===== src/hw/rtl/hole_alloc_pkg.sv =====
// Shared types and constants of the first-fit / worst-fit hole allocator.
`timescale 1ns / 1ps
`default_nettype none
package hole_alloc_pkg;

  // Default table geometry
  localparam int MAX_HOLES_DEF = 16;
  localparam int SIZE_BITS_DEF = 16;

  // Fixed field widths
  localparam int IDX_W      = 4;
  localparam int SZ_W       = 16;
  localparam int FREE_W     = 20;
  localparam int HC_W       = 5;
  localparam int STAT_W     = 2;
  localparam int CFG_IDX_W  = 1;
  localparam int CFG_DATA_W = 5;

  // Reset value of the hole count register
  localparam logic [HC_W-1:0] HOLE_COUNT_RST = HC_W'(16);

  // Result status codes
  typedef enum logic [STAT_W-1:0] {
    ST_GRANTED = 2'd0,
    ST_NOFIT   = 2'd1,
    ST_HALTED  = 2'd2,
    ST_LOADED  = 2'd3
  } status_t;

  // Configuration register indexes
  typedef enum logic [CFG_IDX_W-1:0] {
    REG_FIT_MODE   = 1'b0,
    REG_HOLE_COUNT = 1'b1
  } reg_idx_t;

  // Request item codes
  localparam logic FUNC_LOAD  = 1'b0;
  localparam logic FUNC_ALLOC = 1'b1;

  // Configuration as seen by the sequencer
  typedef struct packed {
    logic            fit_mode;
    logic [HC_W-1:0] hole_count;
  } cfg_t;

endpackage
`default_nettype wire


===== src/hw/rtl/hole_alloc_mem.sv =====
// Hole size memory: one write port, one registered read port, per-entry valid bits.
`timescale 1ns / 1ps
`default_nettype none
module hole_alloc_mem #(
  parameter int DEPTH = hole_alloc_pkg::MAX_HOLES_DEF,
  parameter int WIDTH = hole_alloc_pkg::SIZE_BITS_DEF,
  localparam int AW = $clog2(DEPTH)
) (
  input  wire logic             clk,
  input  wire logic             rst,
  input  wire logic             we,
  input  wire logic [AW-1:0]    waddr,
  input  wire logic [WIDTH-1:0] wdata,
  input  wire logic [AW-1:0]    raddr,
  output logic      [WIDTH-1:0] rdata
);

  logic [WIDTH-1:0] mem [DEPTH];
  logic [DEPTH-1:0] valid;
  logic [WIDTH-1:0] mem_q;
  logic             valid_q;

  // Write the array
  always_ff @(posedge clk) begin
    if (we) begin
      mem[waddr] <= wdata;
    end
  end

  // Mark written entries; reset empties the whole table
  always_ff @(posedge clk) begin
    if (rst) begin
      valid <= '0;
    end else if (we) begin
      valid[waddr] <= 1'b1;
    end
  end

  // Registered read
  always_ff @(posedge clk) begin
    mem_q   <= mem[raddr];
    valid_q <= valid[raddr];
  end

  // Entries never written read as an empty hole
  assign rdata = valid_q ? mem_q : '0;

endmodule
`default_nettype wire


===== src/hw/rtl/hole_alloc_ctrl.sv =====
// Sequencer of the hole allocator: scan, choice, write-back, free total and result register.
`timescale 1ns / 1ps
`default_nettype none
module hole_alloc_ctrl #(
  parameter int MAX_HOLES = hole_alloc_pkg::MAX_HOLES_DEF,
  parameter int SIZE_BITS = hole_alloc_pkg::SIZE_BITS_DEF,
  localparam int AW = $clog2(MAX_HOLES)
) (
  input  wire logic                                clk,
  input  wire logic                                rst,
  input  wire hole_alloc_pkg::cfg_t                cfg,
  // request channel
  input  wire logic                                in_valid,
  output logic                                     in_ready,
  input  wire logic                                func,
  input  wire logic [hole_alloc_pkg::IDX_W-1:0]    hole_index,
  input  wire logic [hole_alloc_pkg::SZ_W-1:0]     size,
  // result channel
  output logic                                     out_valid,
  input  wire logic                                out_ready,
  output logic [hole_alloc_pkg::STAT_W-1:0]        status,
  output logic [hole_alloc_pkg::IDX_W-1:0]         granted_hole,
  output logic [hole_alloc_pkg::SZ_W-1:0]          remaining,
  output logic [hole_alloc_pkg::FREE_W-1:0]        free_total,
  // memory port
  output logic                                     mem_we,
  output logic [AW-1:0]                            mem_waddr,
  output logic [SIZE_BITS-1:0]                     mem_wdata,
  output logic [AW-1:0]                            mem_raddr,
  input  wire logic [SIZE_BITS-1:0]                mem_rdata
);

  localparam int CW = $clog2(MAX_HOLES + 1);

  typedef enum logic [3:0] {
    S_IDLE    = 4'b0001,
    S_LOAD_RD = 4'b0010,
    S_SCAN    = 4'b0100,
    S_FINISH  = 4'b1000
  } state_t;

  state_t                                state, state_next;
  logic [CW-1:0]                         cnt;
  logic [CW-1:0]                         n_use;
  logic                                  pend_v;
  logic [AW-1:0]                         pend_idx;
  logic                                  found;
  logic [SIZE_BITS-1:0]                  best;
  logic [SIZE_BITS-1:0]                  sz;
  logic [AW-1:0]                         wr_addr;
  hole_alloc_pkg::status_t               kind;
  logic                                  ld_ok;
  logic                                  halted;
  logic [hole_alloc_pkg::FREE_W-1:0]     free_sum;
  logic [hole_alloc_pkg::FREE_W-1:0]     free_next;

  logic                                  in_acc;
  logic                                  ld_in_range;
  logic                                  slot_free;
  logic                                  hit;
  logic                                  take;
  logic                                  last;
  logic                                  found_n;
  logic [SIZE_BITS-1:0]                  best_n;
  logic [AW-1:0]                         best_idx_n;
  logic [SIZE_BITS-1:0]                  rem;
  logic                                  is_granted;
  logic                                  finish_go;

  // Holes in use, clamped to the table depth
  always_comb begin
    if (32'(cfg.hole_count) > 32'(MAX_HOLES)) begin
      n_use = CW'(MAX_HOLES);
    end else begin
      n_use = CW'(cfg.hole_count);
    end
  end

  assign in_ready    = (state == S_IDLE);
  assign in_acc      = in_valid && in_ready;
  assign ld_in_range = 32'(hole_index) < 32'(MAX_HOLES);
  assign slot_free   = !out_valid || out_ready;
  assign finish_go   = (state == S_FINISH) && slot_free;
  assign is_granted  = (kind == hole_alloc_pkg::ST_GRANTED);

  // Compare the returning entry against the running choice
  assign hit        = mem_rdata >= sz;
  assign take       = pend_v && hit && (!found || (cfg.fit_mode && (mem_rdata > best)));
  assign found_n    = found || take;
  assign best_n     = take ? mem_rdata : best;
  assign best_idx_n = take ? pend_idx : wr_addr;
  assign last       = pend_v && ((CW'(pend_idx) + CW'(1)) == n_use);
  assign rem        = best - sz;

  // Memory access: scan address while scanning, else the target entry
  assign mem_raddr = (state == S_SCAN) ? cnt[AW-1:0] : wr_addr;
  assign mem_waddr = wr_addr;
  assign mem_wdata = is_granted ? rem : sz;
  assign mem_we    = finish_go && (is_granted || ((kind == hole_alloc_pkg::ST_LOADED) && ld_ok));

  // Free total after this request
  always_comb begin
    free_next = free_sum;
    if ((kind == hole_alloc_pkg::ST_LOADED) && ld_ok) begin
      free_next = free_sum - hole_alloc_pkg::FREE_W'(mem_rdata)
                + hole_alloc_pkg::FREE_W'(sz);
    end else if (is_granted) begin
      free_next = free_sum - hole_alloc_pkg::FREE_W'(sz);
    end
  end

  // Next state
  always_comb begin
    state_next = state;
    case (state)
      S_IDLE: begin
        if (in_acc) begin
          if (func == hole_alloc_pkg::FUNC_LOAD) begin
            state_next = ld_in_range ? S_LOAD_RD : S_FINISH;
          end else if (halted || (n_use == '0)) begin
            state_next = S_FINISH;
          end else begin
            state_next = S_SCAN;
          end
        end
      end
      S_LOAD_RD: begin
        state_next = S_FINISH;
      end
      S_SCAN: begin
        if (last) begin
          state_next = S_FINISH;
        end
      end
      S_FINISH: begin
        if (slot_free) begin
          state_next = S_IDLE;
        end
      end
      default: begin
        state_next = S_IDLE;
      end
    endcase
  end

  // Control state
  always_ff @(posedge clk) begin
    if (rst) begin
      state     <= S_IDLE;
      halted    <= 1'b0;
      free_sum  <= '0;
      out_valid <= 1'b0;
      pend_v    <= 1'b0;
    end else begin
      state <= state_next;
      // issue tag for the read in flight
      if (state == S_SCAN) begin
        pend_v <= cnt < n_use;
      end else begin
        pend_v <= 1'b0;
      end
      // commit the request and publish its result
      if (finish_go) begin
        free_sum <= free_next;
        if (kind == hole_alloc_pkg::ST_LOADED) begin
          halted <= 1'b0;
        end else if ((kind == hole_alloc_pkg::ST_NOFIT) && cfg.fit_mode) begin
          halted <= 1'b1;
        end
        out_valid <= 1'b1;
      end else if (out_ready) begin
        out_valid <= 1'b0;
      end
    end
  end

  // Working registers of the current request
  always_ff @(posedge clk) begin
    case (state)
      S_IDLE: begin
        if (in_acc) begin
          sz      <= SIZE_BITS'(size);
          wr_addr <= AW'(hole_index);
          ld_ok   <= ld_in_range;
          cnt     <= '0;
          found   <= 1'b0;
          if (func == hole_alloc_pkg::FUNC_LOAD) begin
            kind <= hole_alloc_pkg::ST_LOADED;
          end else if (halted) begin
            kind <= hole_alloc_pkg::ST_HALTED;
          end else begin
            kind <= hole_alloc_pkg::ST_NOFIT;
          end
        end
      end
      S_SCAN: begin
        if (cnt < n_use) begin
          cnt <= cnt + CW'(1);
        end
        pend_idx <= cnt[AW-1:0];
        found    <= found_n;
        best     <= best_n;
        wr_addr  <= best_idx_n;
        if (last) begin
          kind <= found_n ? hole_alloc_pkg::ST_GRANTED : hole_alloc_pkg::ST_NOFIT;
        end
      end
      default: begin
        cnt <= cnt;
      end
    endcase
  end

  // Result register
  always_ff @(posedge clk) begin
    if (finish_go) begin
      status       <= kind;
      granted_hole <= is_granted ? hole_alloc_pkg::IDX_W'(wr_addr) : '0;
      remaining    <= is_granted ? hole_alloc_pkg::SZ_W'(rem) : '0;
      free_total   <= free_next;
    end
  end

endmodule
`default_nettype wire


===== src/hw/rtl/first_or_worst_fit_hole_allocator.sv =====
// Top level of the first-fit / worst-fit hole allocator: configuration registers and hookup.
//
// Usage:
//   Configuration channel (cfg_valid/cfg_ready, cfg_index, cfg_data) writes
//   fit_mode (index 0, bit 0: 0 first fit, 1 worst fit) and hole_count
//   (index 1, holes scanned from zero). cfg_ready is always high.
//   Request channel (in_valid/in_ready) carries func, hole_index, size.
//   func 0 loads one hole size, func 1 asks for an allocation.
//   Result channel (out_valid/out_ready) returns one result per request:
//   status, granted_hole, remaining and the total free space.
//   A load reads the old entry, then writes the new size and publishes its
//   result; a refused request goes straight to its result; an allocation
//   scans hole_count holes, clamped to MAX_HOLES, one hole read per cycle
//   from the memory, then writes back the chosen hole if one fits. Requests
//   are handled one at a time: a new one waits until the last result is registered.
//   The result sits in an output register; the next request is accepted while
//   it waits. If the receiver stalls, the following result holds the block.
//   Reset empties the hole table, clears the free total and the halt, and
//   sets first fit with 16 holes in use.
`timescale 1ns / 1ps
`default_nettype none
module first_or_worst_fit_hole_allocator #(
  parameter int MAX_HOLES = hole_alloc_pkg::MAX_HOLES_DEF,
  parameter int SIZE_BITS = hole_alloc_pkg::SIZE_BITS_DEF
) (
  input  wire logic                                     clk,
  input  wire logic                                     rst,
  // configuration
  input  wire logic                                     cfg_valid,
  output logic                                          cfg_ready,
  input  wire logic [hole_alloc_pkg::CFG_IDX_W-1:0]     cfg_index,
  input  wire logic [hole_alloc_pkg::CFG_DATA_W-1:0]    cfg_data,
  // requests
  input  wire logic                                     in_valid,
  output logic                                          in_ready,
  input  wire logic                                     func,
  input  wire logic [hole_alloc_pkg::IDX_W-1:0]         hole_index,
  input  wire logic [hole_alloc_pkg::SZ_W-1:0]          size,
  // results
  output logic                                          out_valid,
  input  wire logic                                     out_ready,
  output logic [hole_alloc_pkg::STAT_W-1:0]             status,
  output logic [hole_alloc_pkg::IDX_W-1:0]              granted_hole,
  output logic [hole_alloc_pkg::SZ_W-1:0]               remaining,
  output logic [hole_alloc_pkg::FREE_W-1:0]             free_total
);

  localparam int AW = $clog2(MAX_HOLES);

  hole_alloc_pkg::cfg_t   cfg;
  logic                   mem_we;
  logic [AW-1:0]          mem_waddr;
  logic [SIZE_BITS-1:0]   mem_wdata;
  logic [AW-1:0]          mem_raddr;
  logic [SIZE_BITS-1:0]   mem_rdata;

  assign cfg_ready = 1'b1;

  // Configuration registers
  always_ff @(posedge clk) begin
    if (rst) begin
      cfg.fit_mode   <= 1'b0;
      cfg.hole_count <= hole_alloc_pkg::HOLE_COUNT_RST;
    end else if (cfg_valid && cfg_ready) begin
      case (hole_alloc_pkg::reg_idx_t'(cfg_index))
        hole_alloc_pkg::REG_FIT_MODE: begin
          cfg.fit_mode <= cfg_data[0];
        end
        hole_alloc_pkg::REG_HOLE_COUNT: begin
          cfg.hole_count <= hole_alloc_pkg::HC_W'(cfg_data);
        end
        default: begin
          cfg <= cfg;
        end
      endcase
    end
  end

  hole_alloc_ctrl #(
    .MAX_HOLES (MAX_HOLES),
    .SIZE_BITS (SIZE_BITS)
  ) u_ctrl (
    .clk          (clk),
    .rst          (rst),
    .cfg          (cfg),
    .in_valid     (in_valid),
    .in_ready     (in_ready),
    .func         (func),
    .hole_index   (hole_index),
    .size         (size),
    .out_valid    (out_valid),
    .out_ready    (out_ready),
    .status       (status),
    .granted_hole (granted_hole),
    .remaining    (remaining),
    .free_total   (free_total),
    .mem_we       (mem_we),
    .mem_waddr    (mem_waddr),
    .mem_wdata    (mem_wdata),
    .mem_raddr    (mem_raddr),
    .mem_rdata    (mem_rdata)
  );

  hole_alloc_mem #(
    .DEPTH (MAX_HOLES),
    .WIDTH (SIZE_BITS)
  ) u_mem (
    .clk   (clk),
    .rst   (rst),
    .we    (mem_we),
    .waddr (mem_waddr),
    .wdata (mem_wdata),
    .raddr (mem_raddr),
    .rdata (mem_rdata)
  );

endmodule
`default_nettype wire


===== config.mk =====
export PLATFORM = sky130hd
export DESIGN_NAME = first_or_worst_fit_hole_allocator
export DESIGN_NICKNAME = d
export VERILOG_FILES = /design/src/hw/rtl/hole_alloc_pkg.sv /design/src/hw/rtl/hole_alloc_mem.sv /design/src/hw/rtl/hole_alloc_ctrl.sv /design/src/hw/rtl/first_or_worst_fit_hole_allocator.sv
export SDC_FILE = /design/constraint.sdc
export NUM_CORES = 1
export LEC_CHECK = 0
export ABC_AREA = 1
export BUFFER_PORTS_ARGS = -buffer_cell sky130_fd_sc_hd__buf_2
export CORE_MARGIN = 5
export CORE_UTILIZATION = 25
export DETAILED_ROUTE_END_ITERATION = 16
export PLACE_DENSITY = 0.35
export SLEW_MARGIN = 10
export SYNTH_ARGS = -nofsm -noshare
export SYNTH_HDL_FRONTEND = slang
export SYNTH_SLANG_ARGS = --single-unit

===== constraint.sdc =====
create_clock -name clk -period 3.7 [get_ports clk]
set_clock_uncertainty 0.15 [all_clocks]
set_input_delay 0.555 -clock clk [delete_from_list [all_inputs] [get_ports clk]]
set_output_delay 0.555 -clock clk [all_outputs]
set_load 0.01 [all_outputs]

==> results_dict.tcl <==
set metrics [dict create \
    path_common_cell "nand3_1" \
    seqPwrFrac_pct 32.5 \
    async_reset_ff_share_pct 0 \
    pre_cts_ws_ns 0.3712 \
    yosys_warnings 0 \
    netSwitchingPower_mw 7.335 \
    syn_area_um2 20960 \
    clock_path_buffers 3 \
    dr.first_iter.drc_count 878 \
    synth-compound-area-share_pct 12.47 \
    required_ns 4.03 \
    ys_seq_area_share_pct 55.87 \
    hold_end "cfg[1]" \
    die-area_um2 89740 \
    p_leak_nw 10.37 \
    drc 0 \
    r2r_cells 17 \
    syn_nets 2333 \
    root_buffer "clkbuf_16" \
    synth_cells 2192 \
    rows 106 \
    p_clk_share_pct 27.5 \
    coreArea_um2 83420 \
    synth_xor_area_share_pct 0.7938 \
    min-delay-start "cfg_data[1]" \
    fin_area_um2 24700 \
    holdCritPathClass "primary input to flop" \
    fp.dieH_um 299.6 \
    status "finished clean" \
    setup_violations 0 \
    antenna_found_initial 1 \
    ys_seq_elements 412 \
    wl_um 69630 \
    synth-edff-count 346 \
    yosys.area_share.simple_pct 15.69 \
    rsz0062_at_grt "no" \
    cts_max_level 2 \
    synth_cell_types 50 \
    route.vias.total 15520 \
    io_buffers 75 \
    finalCriticalPeriod_ns 3.388 \
    ys.flop_type "edfxtp_1" \
    r2r_end "u_ctrl.free_sum[18]" \
    critPathKind "flop to flop" \
    tns_ns 0 \
    synth_top_family_by_area "simple AND/OR/NAND/NOR gates" \
    wl_per_cell_um 20.21 \
    synthMuxAreaShare_pct 0 \
    setup_ws_ns 0.3123 \
    post-dp-hpwl_um 45940 \
    p_comb_share_pct 39.9 \
    cts_buffers 51 \
    path_clk_slew_ns 0.06 \
    cts_resized 0 \
    grt-ovfl-total 0 \
    initial_core_util_pct 25.13 \
    cp-end-kind "flop" \
    drive_above_1_share_pct 11.21 \
    first_global_vias 15580 \
    fin_util_pct 29.61 \
    syn_avg_cell_area_um2 9.563 \
    yosys.area.top_type "edfxtp_1" \
    critPathSlowestCell "fa_1" \
    drv_slew 0 \
    worstReg2RegStart "u_mem.valid_q" \
    cts_num_sinks 412 \
    power_density_nw_per_um2 738.8 \
    worstSetupStartpointType "flop" \
    gp_congestion 0.8421 \
    hold_depth 3 \
    p_sw_share_pct 40.20 \
    final_antenna_net_count 0 \
    clock_latency_ns 0.62 \
    placed_cell_area_um2 22870 \
    grt_start_max_net_pins 80 \
    max_clock_freq_mhz 295.2 \
    grt_pass1_wl_um 103100 \
    slew_headroom_pct 17.39 \
    grt_usage_pct 15.28 \
    worstPathCellList "buf_4, nand2_1, inv_1, fa_1, inv_1, ha_1, nand2_1, inv_1, nand3_1, nor2_1, nand3_1, nand3_1, nand2_1, nand3_1, nand3_1, nand2_1, inv_1" \
    reg2reg_slack_ns 0.31 \
    area_growth_pct 17.83 \
    intPower_mw 10.91 \
    routed_via_density 4.505 \
    cap_violations 0 \
    synth_fa_ha_area_share_pct 7.043 \
    nNetsFinal 2463 \
    fin_crit_sh_pct 91.56 \
    cp_max_fo 16 \
    final_hold_viol_count 0 \
    worst_pin_slew_ns 1.237 \
    synth_top_area_share_pct 49.56 \
    pin_count 77 \
    arrival_ns 3.71 \
    drtPass1Iterations 6 \
    synth.area.top_cells "edfxtp_1 (50%), nand2_1 (6.9%), dfxtp_1 (6.3%)" \
    die_x_um 299.6 \
    ir_drop_uv 317.2 \
    tritoncts "yes" \
    cpPeakStageDelay_ns 0.56 \
]
==> worst max-delay path: cells and delay by family, from the launching register on <==
family,cells,cell delay (ns)
buffers and inverters,5,0.51
DFF,1,0.33
adders and majority gates,2,0.93
and+or+nand+nor,10,1.32
==> cell usage in the layout, fill, tap and decap left out, drive strengths merged, types with 13 or more instances in the layout <==
master         n
a21oi        102
buf          138
clkbuf        72
clkinv        19
dfxtp         66
dlygate4sd3   15
edfxtp       346
fa            15
ha            94
inv          343
nand2        388
nand3        162
nand4         14
nor2         183
nor3          13
o211ai        50
o21ai        228
o21bai        39
xor2          15
==> through the flow <==
stage	instances	hold slack (ns)	power (mW)
final	3446	0.04519	18.25
after global routing	3444	0.04243	19.65
after CTS	3444	0.003341	18.58
after detailed placement	3334	0.3041	13.42
after global placement	3334	0.2918	13.44
after floorplan	2192	0.2825	10.85
==> layout make-up <==
| cell class | instances | area, um^2 |
|---|---|---|
| antenna | 2 | 5.005 |
| fill | 8671 | 58720 |
| timing repair buffer | 153 | 1074 |
| clock inverter | 23 | 282.8 |
| multi-input combinational | 1359 | 7595 |
| tap | 1080 | 1351 |
| sequential | 412 | 11710 |
| clock buffer | 72 | 1385 |
| inverter | 345 | 1297 |
==> how the worst max path moves through the flow <==
| stage | startpoint | end | cells after the start |
|---|---|---|---|
| floorplan | u_ctrl.sz[0] | u_mem.mem[0][12] | 13 |
| global placement | u_mem.valid_q | u_ctrl.free_sum[17] | 17 |
| detailed placement | u_mem.valid_q | u_ctrl.free_sum[18] | 17 |
| CTS | u_mem.valid_q | u_ctrl.free_sum[18] | 17 |
| global route | u_mem.valid_q | u_ctrl.free_sum[16] | 17 |
| finish | u_mem.valid_q | u_ctrl.free_sum[18] | 17 |
==> what timing repair did <==
item / 4_1_cts / 5_1_grt
buffers inserted: 0 / 0
hold buffers: 15 / 0
hold endpoints to repair: 15 / 0
==> power by group through the flow <==
stage | Combinational (mW) | Clock (mW) | Sequential, mW
after global placement | 7.40 | 0 | 6.04
after detailed placement | 7.38 | 0 | 6.04
after floorplan | 4.93 | 0 | 5.92
after CTS | 7.43 | 5.21 | 5.94
after global routing | 8.30 | 5.39 | 5.96
final | 7.29 | 5.03 | 5.94
==> layer usage <==
| metal | part of all wire, % | vias up | global-route usage, % |
|---|---|---|---|
| li1 | - | 7675 | - |
| met1 | 45 | 7505 | 19.87 |
| met2 | 50 | 260 | 26.99 |
| met3 | 3.2 | 83 | 1.992 |
| met4 | 2.3 | 0 | 3.823 |
| met5 | 0 | - | 0 |
==> registers in the layout, summed over array words and instances, names as in the netlist, 2 cells and up <==
signal	flops
u_mem.mem	256
u_ctrl.free_sum	20
u_ctrl.free_total	20
u_ctrl.best	16
u_ctrl.remaining	16
u_ctrl.sz	16
u_mem.mem_q	16
u_mem.valid	16
cfg	6
u_ctrl.cnt	5
u_ctrl.granted_hole	4
u_ctrl.mem_waddr	4
u_ctrl.pend_idx	4
u_ctrl.state	4
u_ctrl.kind	2
u_ctrl.status	2
==> Yosys cell counts, drive strengths merged (15+ instances only) <==
cell and instances:
ha 94, edfxtp 346, o211ai 50, clkbuf 34
a21oi 102, inv 343, o21ai 228, xor2 15
buf 42, nand2 388, o21bai 39, fa 15
dfxtp 66, nand3 162, nor2 183
==> logic make-up after synthesis <==
group,after synthesis
and+or+nand+nor,782
xor gates and xnor gates,19
buffers and inverters,421
AOI/OAI and AO/OA,448
DFF,412
other,1
adders and majority gates,109
No activity file was read; power rests on OpenSTA's default activity.
